### config.mk
export PLATFORM = sky130hd
export DESIGN_NAME = bbd_interp
export DESIGN_NICKNAME = d
export VERILOG_FILES = /design/src/rtl/core/bayer_bilinear_demosaic_macros.svh /design/src/rtl/core/bbd_pkg.sv /design/src/rtl/core/bbd_interp.sv
export SDC_FILE = /design/constraint.sdc
export NUM_CORES = 1
export LEC_CHECK = 0
export ABC_AREA = 1
export BUFFER_PORTS_ARGS = -buffer_cell sky130_fd_sc_hd__buf_4
export CORE_UTILIZATION = 57
export CTS_BUF_LIST = sky130_fd_sc_hd__clkbuf_8
export DETAILED_ROUTE_END_ITERATION = 8
export PLACE_DENSITY_LB_ADDON = 0.05
export SETUP_SLACK_MARGIN = 0.05
export SLEW_MARGIN = 5
export SYNTH_ARGS = -nofsm -noshare
export SYNTH_HDL_FRONTEND = slang
export SYNTH_SLANG_ARGS = --single-unit
export TNS_END_PERCENT = 30
### constraint.sdc
create_clock -name clk -period 3.34 [get_ports clk]
set_clock_uncertainty 0.15 [all_clocks]
set_input_delay 0 -clock clk [delete_from_list [all_inputs] [get_ports clk]]
set_output_delay 0 -clock clk [all_outputs]
set_load 0.1 [all_outputs]
### src/rtl/core/bayer_bilinear_demosaic_macros.svh
// ----------------------------------------------------------------------------
// Bayer bilinear demosaic assertion macros
// Concurrent checks on clk with reset arst_n; empty when SYNTH is defined.
// ----------------------------------------------------------------------------
`ifndef BAYER_BILINEAR_DEMOSAIC_MACROS_SVH
`define BAYER_BILINEAR_DEMOSAIC_MACROS_SVH

`ifndef SYNTH

// Same-cycle implication.
`define BBD_ASSERT_IMP(label, a, b) \
	label: assert property (@(posedge clk) disable iff (!arst_n) (a) |-> (b)) \
		else $error("bbd assertion failed");

// Next-cycle implication.
`define BBD_ASSERT_NXT(label, a, b) \
	label: assert property (@(posedge clk) disable iff (!arst_n) (a) |=> (b)) \
		else $error("bbd assertion failed");

`else

`define BBD_ASSERT_IMP(label, a, b)
`define BBD_ASSERT_NXT(label, a, b)

`endif

`endif

### src/rtl/core/bbd_pkg.sv
// ----------------------------------------------------------------------------
// Bayer bilinear demosaic package
// Sizes, register indexes and the stage-1 transaction record shared by the
// window front end and the color interpolation stage.
// ----------------------------------------------------------------------------
package bbd_pkg;

	localparam int MAX_WIDTH = 2048;
	localparam int HEIGHT_CAP = 2048;
	localparam int WIDTH_CAP = (MAX_WIDTH < 2048) ? MAX_WIDTH : 2048;
	localparam int STORE_DEPTH = WIDTH_CAP;
	localparam int ADDR_W = $clog2(STORE_DEPTH);

	localparam int PIX_W = 8;
	localparam int COORD_W = 11;
	localparam int CFG_W = 12;
	localparam int SIZE_MIN = 3;

	localparam logic [CFG_W-1:0] WIDTH_RESET = 12'd640;
	localparam logic [CFG_W-1:0] HEIGHT_RESET = 12'd480;

	typedef enum logic {
		REG_FRAME_WIDTH = 1'b0,
		REG_FRAME_HEIGHT = 1'b1
	} reg_index_t;

	// Item held in stage 1: the full 3x3 neighborhood, win[row][col], with
	// row 0 two lines back and column 2 the newest column.
	typedef struct packed {
		logic valid;
		logic prod;
		logic last;
		logic [COORD_W-1:0] row;
		logic [COORD_W-1:0] col;
		logic [2:0][2:0][PIX_W-1:0] win;
	} stage1_t;

endpackage

### src/rtl/core/bbd_interp.sv
// ----------------------------------------------------------------------------
// Bayer bilinear demosaic color interpolation
// Fills in the two missing colors of the window center from its same-color
// neighbors and holds the result in the output register.
// ----------------------------------------------------------------------------
module bbd_interp (
	input  logic clk,
	input  logic arst_n,
	input  bbd_pkg::stage1_t s1,
	output logic take,
	output logic rgb_valid,
	input  logic rgb_ready,
	output logic [bbd_pkg::PIX_W-1:0] red,
	output logic [bbd_pkg::PIX_W-1:0] green,
	output logic [bbd_pkg::PIX_W-1:0] blue,
	output logic [bbd_pkg::COORD_W-1:0] out_column,
	output logic [bbd_pkg::COORD_W-1:0] out_row,
	output logic last
);

	logic out_free, load;
	logic [bbd_pkg::PIX_W+1:0] diag, cross_sum;
	logic [bbd_pkg::PIX_W:0] vert, horiz;
	logic [bbd_pkg::PIX_W-1:0] diag_m, cross_m, vert_m, horiz_m, center;
	logic [bbd_pkg::PIX_W-1:0] red_d, green_d, blue_d;
	logic valid_q;
	logic [bbd_pkg::PIX_W-1:0] red_q, green_q, blue_q;
	logic [bbd_pkg::COORD_W-1:0] col_q, row_q;
	logic last_q;

	assign out_free = !valid_q || rgb_ready;
	assign take = s1.valid && (!s1.prod || out_free);
	assign load = take && s1.prod;

	always_comb begin
		diag = 10'(s1.win[0][0]) + 10'(s1.win[0][2]) + 10'(s1.win[2][0]) + 10'(s1.win[2][2]);
		cross_sum = 10'(s1.win[0][1]) + 10'(s1.win[2][1]) +
			10'(s1.win[1][0]) + 10'(s1.win[1][2]);
		vert = 9'(s1.win[0][1]) + 9'(s1.win[2][1]);
		horiz = 9'(s1.win[1][0]) + 9'(s1.win[1][2]);
		diag_m = diag[bbd_pkg::PIX_W+1:2];
		cross_m = cross_sum[bbd_pkg::PIX_W+1:2];
		vert_m = vert[bbd_pkg::PIX_W:1];
		horiz_m = horiz[bbd_pkg::PIX_W:1];
		center = s1.win[1][1];
		// Row and column parity of the center pick the site color.
		unique case ({s1.row[0], s1.col[0]})
			2'b00: begin
				red_d = diag_m;
				green_d = cross_m;
				blue_d = center;
			end
			2'b11: begin
				red_d = center;
				green_d = cross_m;
				blue_d = diag_m;
			end
			2'b01: begin
				red_d = vert_m;
				green_d = center;
				blue_d = horiz_m;
			end
			default: begin
				red_d = horiz_m;
				green_d = center;
				blue_d = vert_m;
			end
		endcase
	end

	always_ff @(posedge clk or negedge arst_n) begin
		if (!arst_n) begin
			valid_q <= 1'b0;
		end else if (out_free) begin
			valid_q <= load;
		end
	end

	always_ff @(posedge clk) begin
		if (out_free && load) begin
			red_q <= red_d;
			green_q <= green_d;
			blue_q <= blue_d;
			col_q <= s1.col;
			row_q <= s1.row;
			last_q <= s1.last;
		end
	end

	assign rgb_valid = valid_q;
	assign red = red_q;
	assign green = green_q;
	assign blue = blue_q;
	assign out_column = col_q;
	assign out_row = row_q;
	assign last = last_q;

endmodule

==> impl_metrics.csv, run 1 <==
group,metric,value,unit
run_status,status,"finished clean",
placed_design,io_buffer_count,148,
clocking,root_buffer,"clkbuf_8",
placed_design,pre_cts_ws,0.507,ns
routing,dr.pass1.iters,6,
clocking,clkLatencyLatePin,0.31,ns
setup_path,cp_max_fo,3,
routing,wl_per_cell,16.0,um
yosys,synth_fa_ha_area_frac,0.243,
timing,grt_setup_unrepaired,"false",
power_and_ir_drop,pwr-share-seq,0.287,
yosys,yosysWarnings,0,
power_and_ir_drop,intPower,1.39,mW
clocking,htreeDepth,2,
power_and_ir_drop,power_frac_comb,0.568,
setup_path,cp_data_required_time,3.19,ns
timing,fmax,0.372,GHz
finish,area_growth,37.0,%
global_route,first_global_vias,4452,
power_and_ir_drop,sw_frac_of_total,0.462,
yosys,synth-compound-area-share,0.0692,
yosys,synthMuxAreaShare,0,
floorplan,die_w,90.3,um
setup_path,cp-start-kind,"input port",
yosys,syn_area_per_cell,8.16,sq um
floorplan,core,7410,sq um
yosys,netlist_area,4450,sq um
placed_design,place.gp.congestion,0.901,
routing,via_per_inst,5.34,
floorplan,die_area,8160,sq um
routing,vias,4434,
run,maxCapViolations,0,
clocking,cts.sinks,48,
yosys,synth_flop_cell,"edfxtp_1",
finish,fillers,463,
global_route,grt_util_all_layers,0.334,
clocking,ctsLongestPathBuffers,2,
setup_path,endpoint_kind,"register",
timing,tightest_slew,0.955,ns
routing,postRouteAntennaNets,0,
global_route,grt_max_degree,29,
placed_design,numPlacedInstances,786,
power_and_ir_drop,powerDensity,425,nW/um^2
setup_path,criticalPathCategory,"in -> reg",
yosys,synth_top_family_by_area,"adder cells",
routing,drt-initial-drc-count,487,
yosys,synthCells,545,
timing,layout_setup_ws,0.649,ns
min_path,hold_path.class,"in -> reg",
setup_path,startpoint,"s1[1]",
setup_path,arrival,2.54,ns
yosys,synth.distinct_cells,34,
power_and_ir_drop,power.switching,1.20,mW
power_and_ir_drop,finalPower,2.59,mW
timing,slew_headroom,0.363,
yosys,synth-simple-area-share,0.212,
timing,hold_violations,0,
timing,slew_violations,0,
yosys,synth_xor_area_frac,0.0138,
finish,drive_gt1_frac,0.234,
global_route,antenna_found_initial,0,
clocking,cts_buffers,5,
finish,finish.net_count,896,
timing,fin_crit_sh,0.806,
placed_design,hpwl,9.96,mm
yosys,async_flop_share,0.0208,
routing,drc,0,
finish,diodes,0,
floorplan,chipHeight,90.3,um
timing,setup_viol,0,
yosys,synth_edf_count,47,
yosys,ys_ff_latch,48,
finish,fin_cells,830,
floorplan,row_count,31,
timing,finalCriticalPeriod,2.69,ns
power_and_ir_drop,power.leakage,3.29,nW
yosys,yosysSeqAreaShare,0.323,
power_and_ir_drop,peakVddDrop,0.195,mV
timing,tns,0,ns
clocking,cts_tree,"done",
global_route,grt_overflow,0,
yosys,synth_fp_nets,711,
floorplan,start_util,0.600,
min_path,hold_start,"s1[47]",
setup_path,rr_startpoint,"rgb_valid",
floorplan,io_pins,149,
global_route,grt_pass1_wl,21.3,mm
clocking,path_clk_slew,0.09,ns
power_and_ir_drop,clockPowerShare,0.145,
routing,wl,13.3,mm
[per-stage QoR]
step | area [sq um] | utilization | hold WS (ns)
global placement | 5630 | 0.760 | -0.374
CTS | 6090 | 0.822 | 0.101
floorplan | 4450 | - | -0.446
detailed placement | 5630 | 0.760 | -0.372
global route | 6090 | 0.822 | 0.145
finish | 6090 | 0.822 | 0.109
[Yosys cell counts (2+ instances only)]
library cell,number,area [sq um]
a221oi_1,2,17.5
nor2_1,9,33.8
fa_1,34,681
nand4_1,15,93.8
a31oi_1,5,31.3
clkbuf_1,2,7.51
o21ai_0,8,40.0
buf_4,2,15.0
nand3b_1,3,22.5
o22ai_1,2,12.5
a21o_1,2,15.0
a21oi_1,28,140
nand2_2,6,37.5
ha_1,32,400
nand3_1,45,225
clkbuf_8,2,27.5
inv_2,2,7.51
xor2_1,4,35.0
edfxtp_1,47,1410
xnor2_1,3,26.3
inv_1,146,548
nand2_1,134,503
[cells by family (layout without fill, tap and decap cells)]
| family | count (synthesis) | count (layout) |
|---|---|---|
| AOI/OAI and AO/OA | 53 | 53 |
| xor gates and xnor gates | 7 | 7 |
| and+or+nand+nor | 215 | 215 |
| DFF | 48 | 48 |
| adders and majority gates | 66 | 66 |
| buffers and inverters | 156 | 342 |
[layout make-up]
class	count	area, sq um	area share
repair buffers	186	1490	0.244
inverters	148	556	0.0912
clock inverters	2	12.5	0.00206
flip-flops and latches	48	1440	0.236
multi-input cells	341	2390	0.393
clock buffers	6	82.6	0.0136
well taps	99	124	0.0203
[state kept, by name, summed over array words and instances, names as in the netlist]
name,count
green,8
out_column,11
out_row,11
last,1
red,8
rgb_valid,1
blue,8
[cell usage in the layout, fill, tap and decap left out, types with 15 or more instances in the layout]
master / count
fa_1: 34
dlygate4sd3_1: 36
nand2_1: 134
nand4_1: 15
buf_4: 150
inv_1: 146
ha_1: 32
a21oi_1: 28
edfxtp_1: 47
nand3_1: 45
[path summary, 6_finish.rpt]
| path | slack (ns) | cells past startpoint | end |
|---|---|---|---|
| worst min-delay path | 0.11 | 6 | red[7] |
| min in group asynchronous | 0.38 | 3 | rgb_valid |
| worst min register to register | 0.95 | 3 | rgb_valid |
| worst max-delay path | 0.65 | 12 | blue[1] |
| worst max register to register | 1.14 | 6 | blue[3] |
| max in group asynchronous | 2.56 | 3 | rgb_valid |
[per-layer routing]
| metal | global-route usage | share of wire | vias up |
|---|---|---|---|
| met5 | 0 | 0 | - |
| met4 | 0.124 | 0.036 | 0 |
| met3 | 0.0665 | 0.087 | 46 |
| met2 | 0.592 | 0.50 | 289 |
| met1 | 0.401 | 0.38 | 2019 |
| li1 | - | - | 2080 |
[worst max-delay path: stages]
cell,delay [ns]
buf_4,0.08
inv_1,0.05
fa_1,0.54
inv_1,0.06
fa_1,0.48
nand2_1,0.13
nor2_2,0.07
fa_1,0.43
xnor2_1,0.28
o22ai_1,0.14
a21oi_1,0.15
o21ai_0,0.13
[power groups by stage]
| stage | registers, mW | clock network [mW] | logic (mW) |
|---|---|---|---|
| final | 0.742 | 0.376 | 1.47 |
| after global routing | 0.745 | 0.383 | 1.60 |
| after CTS | 0.740 | 0.356 | 1.43 |
| after detailed placement | 0.753 | 0 | 1.38 |
| after global placement | 0.751 | 0 | 1.34 |
| after floorplan | 1.04 | 0 | 0.726 |
[what timing repair did]
| action | CTS | global route |
|---|---|---|
| gates resized for setup | 0 | 0 |
| hold endpoints to repair | 41 | 0 |
| buffers inserted | 0 | 0 |
| hold buffers | 36 | 0 |
| setup endpoints to repair | 0 | 0 |
(Power assumes the default switching activity.)
==> inputs of run 2 (changes only) <==
--- a/config.mk
+++ b/config.mk
@@ -7,7 +7,7 @@
 export LEC_CHECK = 0
 export ABC_AREA = 1
 export BUFFER_PORTS_ARGS = -buffer_cell sky130_fd_sc_hd__buf_4
-export CORE_UTILIZATION = 57
+export CORE_UTILIZATION = 48
 export CTS_BUF_LIST = sky130_fd_sc_hd__clkbuf_8
 export DETAILED_ROUTE_END_ITERATION = 8
 export PLACE_DENSITY_LB_ADDON = 0.05
==> constraint.sdc (replaced) <==
create_clock -name clk -period 2.3 [get_ports clk]
set_clock_uncertainty 0.15 [all_clocks]
set_input_delay 0 -clock clk [delete_from_list [all_inputs] [get_ports clk]]
set_output_delay 0 -clock clk [all_outputs]
set_load 0.1 [all_outputs]
==> run 2 against run 1 <==
Compared with the run above: highest routed layer unchanged; combinational power is 78% higher; sequential power grew 44%; largest power group unchanged; critical path depth is 3 higher; worst setup slack worse by 0.69 ns; the run now ends with DRC, setup timing left; sequential cell count is the same; core utilization fell by 5.2 points; clock power rose by 93%; largest cell class unchanged; via count down 1.2%.
==> impl_metrics.csv, run 2 (synthesis gave the netlist of run 1 again) <==
group,metric,value,unit
clocking,cts_tree,"done",
timing,hold_violations,0,
power_and_ir_drop,powerDensity,648,nW/um^2
clocking,cts.sinks,48,
timing,tightest_slew,0.603,ns
power_and_ir_drop,peakVddDrop,0.375,mV
routing,via_per_inst,4.94,
clocking,cts_buffers,5,
routing,wl_per_cell,14.1,um
timing,slew_headroom,0.598,
timing,grt_setup_unrepaired,"true",
routing,vias,4380,
routing,drt-met1-wl,5.25,mm
routing,met3WireLength,707,um
placed_design,place_area,6010,sq um
finish,mostFrequentLayoutCells,"189 x buf_4, 128 x inv_1, 119 x nand2_1",
clocking,htreeDepth,2,
setup_path,cp-start-kind,"input port",
run_status,violations,"DRC, setup timing",
timing,fin_crit_sh,1.02,
global_route,antenna_found_initial,0,
setup_path,cp_common_cell,"nand2_1",
setup_path,rr_startpoint,"rgb_valid",
placed_design,place.gp.congestion,0.927,
floorplan,io_pins,149,
routing,drc,12,
routing,wl,12.5,mm
clocking,root_buffer,"clkbuf_8",
finish,diodes,0,
placed_design,io_buffer_count,148,
routing,postRouteAntennaNets,0,
min_path,min_to,"blue[7]",
routing,routed.top_layer,"met4",
min_path,hold_path.class,"in -> reg",
global_route,grt_util_all_layers,0.263,
power_and_ir_drop,intPower,2.55,mW
timing,setup_viol,9,
clocking,path_clk_slew,0.09,ns
timing,slew_violations,0,
power_and_ir_drop,power_frac_comb,0.592,
setup_path,criticalPathCategory,"in -> reg",
timing,layout_setup_ws,-0.0391,ns
run_status,status,"finished, violations left",
routing,dr.pass1.iters,9,
routing,dr_wl_met2,6.26,mm
clocking,ctsLongestPathBuffers,2,
power_and_ir_drop,power.leakage,3.56,nW
timing,finalCriticalPeriod,2.34,ns
finish,area_growth,53.2,%
floorplan,die_w,98.2,um
setup_path,worstPathCellList,"buf_6 -> inv_2 -> fa_1 -> inv_1 -> fa_1 -> nand2_1 -> nor2_2 -> fa_2 -> nand3_2 -> nand3_2 -> a21o_1 -> nand2_1 -> nand3_1 -> nand2_1 -> inv_1",
global_route,first_global_vias,4240,
placed_design,hpwl,9.36,mm
finish,finish.net_count,943,
global_route,grt_overflow,0,
power_and_ir_drop,clockPowerShare,0.165,
run,maxCapViolations,0,
setup_path,ff2ff_setup_slack,0.44,ns
setup_path,max_stage_delay,0.52,ns
setup_path,crit_cells,15,
setup_path,cp_data_required_time,2.22,ns
floorplan,chipHeight,98.2,um
setup_path,critPathBufInv,4,
power_and_ir_drop,pwr-share-seq,0.243,
setup_path,startpoint,"s1[1]",
min_path,holdPathStages,6,
finish,design_area,6810,sq um
floorplan,start_util,0.502,
min_path,hold_start,"s1[63]",
timing,fmax,0.428,GHz
floorplan,core,8850,sq um
power_and_ir_drop,sw_frac_of_total,0.423,
setup_path,reg2reg_depth,7,
clocking,clkLatencyLatePin,0.30,ns
placed_design,pre_cts_ws,-0.485,ns
setup_path,arrival,2.26,ns
timing,tns,-0.144,ns
routing,drt-initial-drc-count,269,
setup_path,cpMaxStageDelayCell,"fa_1",
setup_path,endpoint_kind,"register",
floorplan,row_count,34,
finish,final_common_cell,"buf_4",
setup_path,cp_max_fo,3,
global_route,grt_max_degree,48,
global_route,grt_pass1_wl,19.9,mm
floorplan,die_area,9650,sq um
finish,drive_gt1_frac,0.364,
power_and_ir_drop,power.switching,1.87,mW
setup_path,path_delay_family,"adder cells",
setup_path,r2r_end,"rgb_valid",
-- run 2: metrics by stage --
| stage | util | total power, mW | instances | hold WS (ns) |
|---|---|---|---|---|
| floorplan | - | 2.56 | 545 | -0.446 |
| global placement | 0.679 | 3.23 | 839 | -0.374 |
| detailed placement | 0.679 | 3.28 | 839 | -0.374 |
| CTS | 0.749 | 4.17 | 883 | 0.102 |
| global route | 0.770 | 4.69 | 886 | 0.141 |
| finish | 0.770 | 4.41 | 886 | 0.116 |
-- run 2: what timing repair did --
item	in CTS	in global routing
gates resized for setup	25	51
cloned	0	0
hold buffers	36	0
pin swaps	13	36
buffers inserted	0	3
setup endpoints to repair	22	24
hold endpoints to repair	44	0
-- run 2: worst max-delay path by stage --
stage	slack, ns	endpoint
after CTS	-0.04	green[7]
after floorplan	-0.41	blue[0]
after global routing	-0.13	red[7]
after detailed placement	-0.49	blue[3]
final	-0.04	blue[7]
after global placement	-0.46	blue[3]
-- run 2: routing by layer --
layer	global-route usage	up-vias
li1	-	2186
met1	0.332	2006
met2	0.475	165
met3	0.0272	23
met4	0.0815	0
met5	0	-
-- run 2: final cells by class --
cell class	count	area, sq um
well taps	108	135
multi-input cells	341	2650
repair buffers	233	1880
inverters	148	566
flip-flops and latches	48	1440
clock buffers	5	68.8
fillers	651	2040
clock inverters	3	68.8
-- run 2: worst register-to-register path, stage by stage, from the launching register on --
cell and delay [ns]:
dfrtp_4 0.43, nand3_2 0.08, nand2_2 0.09, clkinvlp_4 0.09, nand2_2 0.11, dlymetal6s4s_1 0.21, nand2_1 0.05, dlygate4sd3_1 0.54
-- run 2: power groups by stage --
stage	clock [mW]	sequential, mW	combinational (mW)
after floorplan	0	1.51	1.06
after global placement	0	1.09	2.14
after detailed placement	0	1.09	2.18
after CTS	0.735	1.07	2.36
after global routing	0.770	1.08	2.84
final	0.726	1.07	2.61
==> inputs of run 3 (changes only) <==
--- a/config.mk
+++ b/config.mk
@@ -11,9 +11,7 @@
 export CTS_BUF_LIST = sky130_fd_sc_hd__clkbuf_8
 export DETAILED_ROUTE_END_ITERATION = 8
 export PLACE_DENSITY_LB_ADDON = 0.05
-export SETUP_SLACK_MARGIN = 0.05
 export SLEW_MARGIN = 5
 export SYNTH_ARGS = -nofsm -noshare
 export SYNTH_HDL_FRONTEND = slang
 export SYNTH_SLANG_ARGS = --single-unit
-export TNS_END_PERCENT = 30
==> constraint.sdc (replaced) <==
create_clock -name clk -period 2.3 [get_ports clk]
set_clock_uncertainty 0.15 [all_clocks]
set_input_delay 0.23 -clock clk [delete_from_list [all_inputs] [get_ports clk]]
set_output_delay 0.23 -clock clk [all_outputs]
set_load 0.1 [all_outputs]
==> run 3 against run 2 <==
Compared with the run above: the run still ends with DRC, setup timing left; power rose by 4.2%; core utilization up 1.7 points; hold slack got worse by 0.089 ns; fmax down 11%; cell count is 1.6% lower; routed wire length grew 5.1%; sequential cell count did not move; global-route usage is 1.3 points higher; worst setup slack worse by 0.29 ns; clock power down 15%; sequential share of layout area shrank 0.45 points; critical path type unchanged; largest power group unchanged; highest routed layer unchanged.
==> impl_metrics.csv, run 3 (synthesis gave the netlist of run 1 again) <==
group,metric,value,unit
run_status,status,"finished, violations left",
run_status,violations,"DRC, setup timing",
power_and_ir_drop,peakVddDrop,0.441,mV
floorplan,chipHeight,98.2,um
global_route,antenna_found_initial,0,
routing,vias,4411,
setup_path,arrival,2.55,ns
clocking,cts_tree,"done",
setup_path,cp_data_required_time,2.23,ns
timing,hold_violations,0,
setup_path,criticalPathCategory,"in -> reg",
routing,wl_per_cell,15.1,um
placed_design,pre_cts_ws,-0.627,ns
routing,postRouteAntennaNets,0,
timing,layout_setup_ws,-0.324,ns
global_route,grt_util_all_layers,0.276,
routing,drt-initial-drc-count,230,
routing,via_per_inst,5.06,
run,maxCapViolations,0,
setup_path,cp-start-kind,"input port",
global_route,grt_overflow,0,
clocking,cts_buffers,5,
timing,fin_crit_sh,1.14,
finish,design_area,6960,sq um
timing,fmax,0.381,GHz
global_route,first_global_vias,4438,
finish,diodes,0,
finish,finish.net_count,929,
timing,grt_setup_unrepaired,"true",
timing,slew_violations,0,
placed_design,place_area,6230,sq um
finish,area_growth,56.6,%
clocking,ctsLongestPathBuffers,2,
clocking,root_buffer,"clkbuf_8",
power_and_ir_drop,power.leakage,3.53,nW
routing,dr.pass1.iters,9,
floorplan,start_util,0.502,
timing,finalCriticalPeriod,2.62,ns
placed_design,place.gp.congestion,0.893,
routing,drc,13,
clocking,cts.sinks,48,
timing,slew_headroom,0.513,
floorplan,io_pins,149,
timing,setup_viol,22,
clocking,clkLatencyLatePin,0.30,ns
finish,drive_gt1_frac,0.437,
routing,wl,13.2,mm
min_path,hold_path.class,"in -> reg",
floorplan,die_w,98.2,um
power_and_ir_drop,powerDensity,661,nW/um^2
placed_design,io_buffer_count,148,
timing,tightest_slew,0.731,ns
global_route,grt_max_degree,48,
finish,mostFrequentLayoutCells,"179 x buf_4, 109 x nand2_1, 108 x inv_1",
clocking,htreeDepth,2,
floorplan,row_count,34,
finish,final_common_cell,"buf_4",
placed_design,numPlacedInstances,839,
placed_design,hpwl,9.71,mm
setup_path,cp_max_fo,3,
floorplan,die_area,9650,sq um
setup_path,endpoint_kind,"register",
clocking,path_clk_slew,0.09,ns
global_route,grt_pass1_wl,21.0,mm
floorplan,core,8850,sq um
finish,fin_cells,872,
## run 3: cell types whose count changed in the layout (fill, tap and decap cells not counted), moves of 5 or more
cell / before / now
fa_2: 3 / 8
nand3_1: 36 / 27
buf_4: 189 / 179
nand3_2: 9 / 16
fa_1: 31 / 26
inv_1: 128 / 108
nand2_1: 119 / 109
dlygate4sd3_1: 35 / 24
nand2_2: 20 / 29
inv_2: 17 / 30
## run 3: final timing paths
| check | slack, ns | depth (start not counted) | startpoint | to |
|---|---|---|---|---|
| worst max-delay path | -0.32 | 15 | s1[1] | red[7] |
| worst min-delay path | 0.03 | 3 | s1[95] | rgb_valid |
| worst max register to register | 0.70 | 6 | rgb_valid | out_row[6] |
| worst min register to register | 0.45 | 2 | rgb_valid | rgb_valid |
| max in group asynchronous | 1.80 | 2 | arst_n | rgb_valid |
| min in group asynchronous | 0.10 | 2 | arst_n | rgb_valid |
## run 3: where the power goes
group / switching (mW) / internal, mW
clock: 0.293 / 0.322
combinational: 1.72 / 1.18
sequential: 0.0209 / 1.06
total: 2.04 / 2.56
## run 3: area by class of cell
type / count / area, sq um
Multi-Input combinational cell: 341 / 2870
Fill cell: 608 / 1890
Timing Repair Buffer: 219 / 1790
Sequential cell: 48 / 1440
Inverter: 148 / 608
Tap cell: 108 / 135
Clock buffer: 5 / 68.8
Clock inverter: 3 / 42.5
## run 3: stage by stage
| stage | TNS, ns | utilization | hold slack [ns] | power [mW] |
|---|---|---|---|---|
| finish | -4.31 | 0.787 | 0.0275 | 4.60 |
| global route | -6.34 | 0.787 | 0.0417 | 4.87 |
| CTS | -4.24 | 0.763 | 0.0253 | 4.32 |
| detailed placement | -12.95 | 0.705 | -0.144 | 3.55 |
| global placement | -11.45 | 0.705 | -0.144 | 3.47 |
| floorplan | -24.78 | - | -0.216 | 2.77 |
## run 3: worst max-delay path, cell delays in order
cell and delay [ns]:
buf_8 0.08, inv_8 0.02, fa_1 0.54, inv_2 0.04, fa_2 0.44, nand2_2 0.11
nor2_4 0.04, fa_2 0.38, nand3_2 0.12, nand3_4 0.08, a21o_1 0.22, nand2_1 0.06
nand3_1 0.08, nand2_1 0.07, inv_1 0.04
## run 3: metal layers
| layer | track usage | part of all wire | vias to the layer above |
|---|---|---|---|
| met5 | 0 | 0 | - |
| met4 | 0.0953 | 0.030 | 0 |
| met3 | 0.0279 | 0.061 | 32 |
| met2 | 0.503 | 0.51 | 196 |
| met1 | 0.341 | 0.40 | 2032 |
| li1 | - | - | 2151 |
## run 3: what timing repair did
| action | 4_1_cts | 5_1_grt |
|---|---|---|
| hold endpoints to repair | 24 | 0 |
| pin swaps | 32 | 41 |
| hold buffers | 24 | 0 |
| cloned | 0 | 0 |
| setup endpoints to repair | 24 | 24 |
| setup buffers | 1 | 2 |
| resized for setup | 53 | 54 |
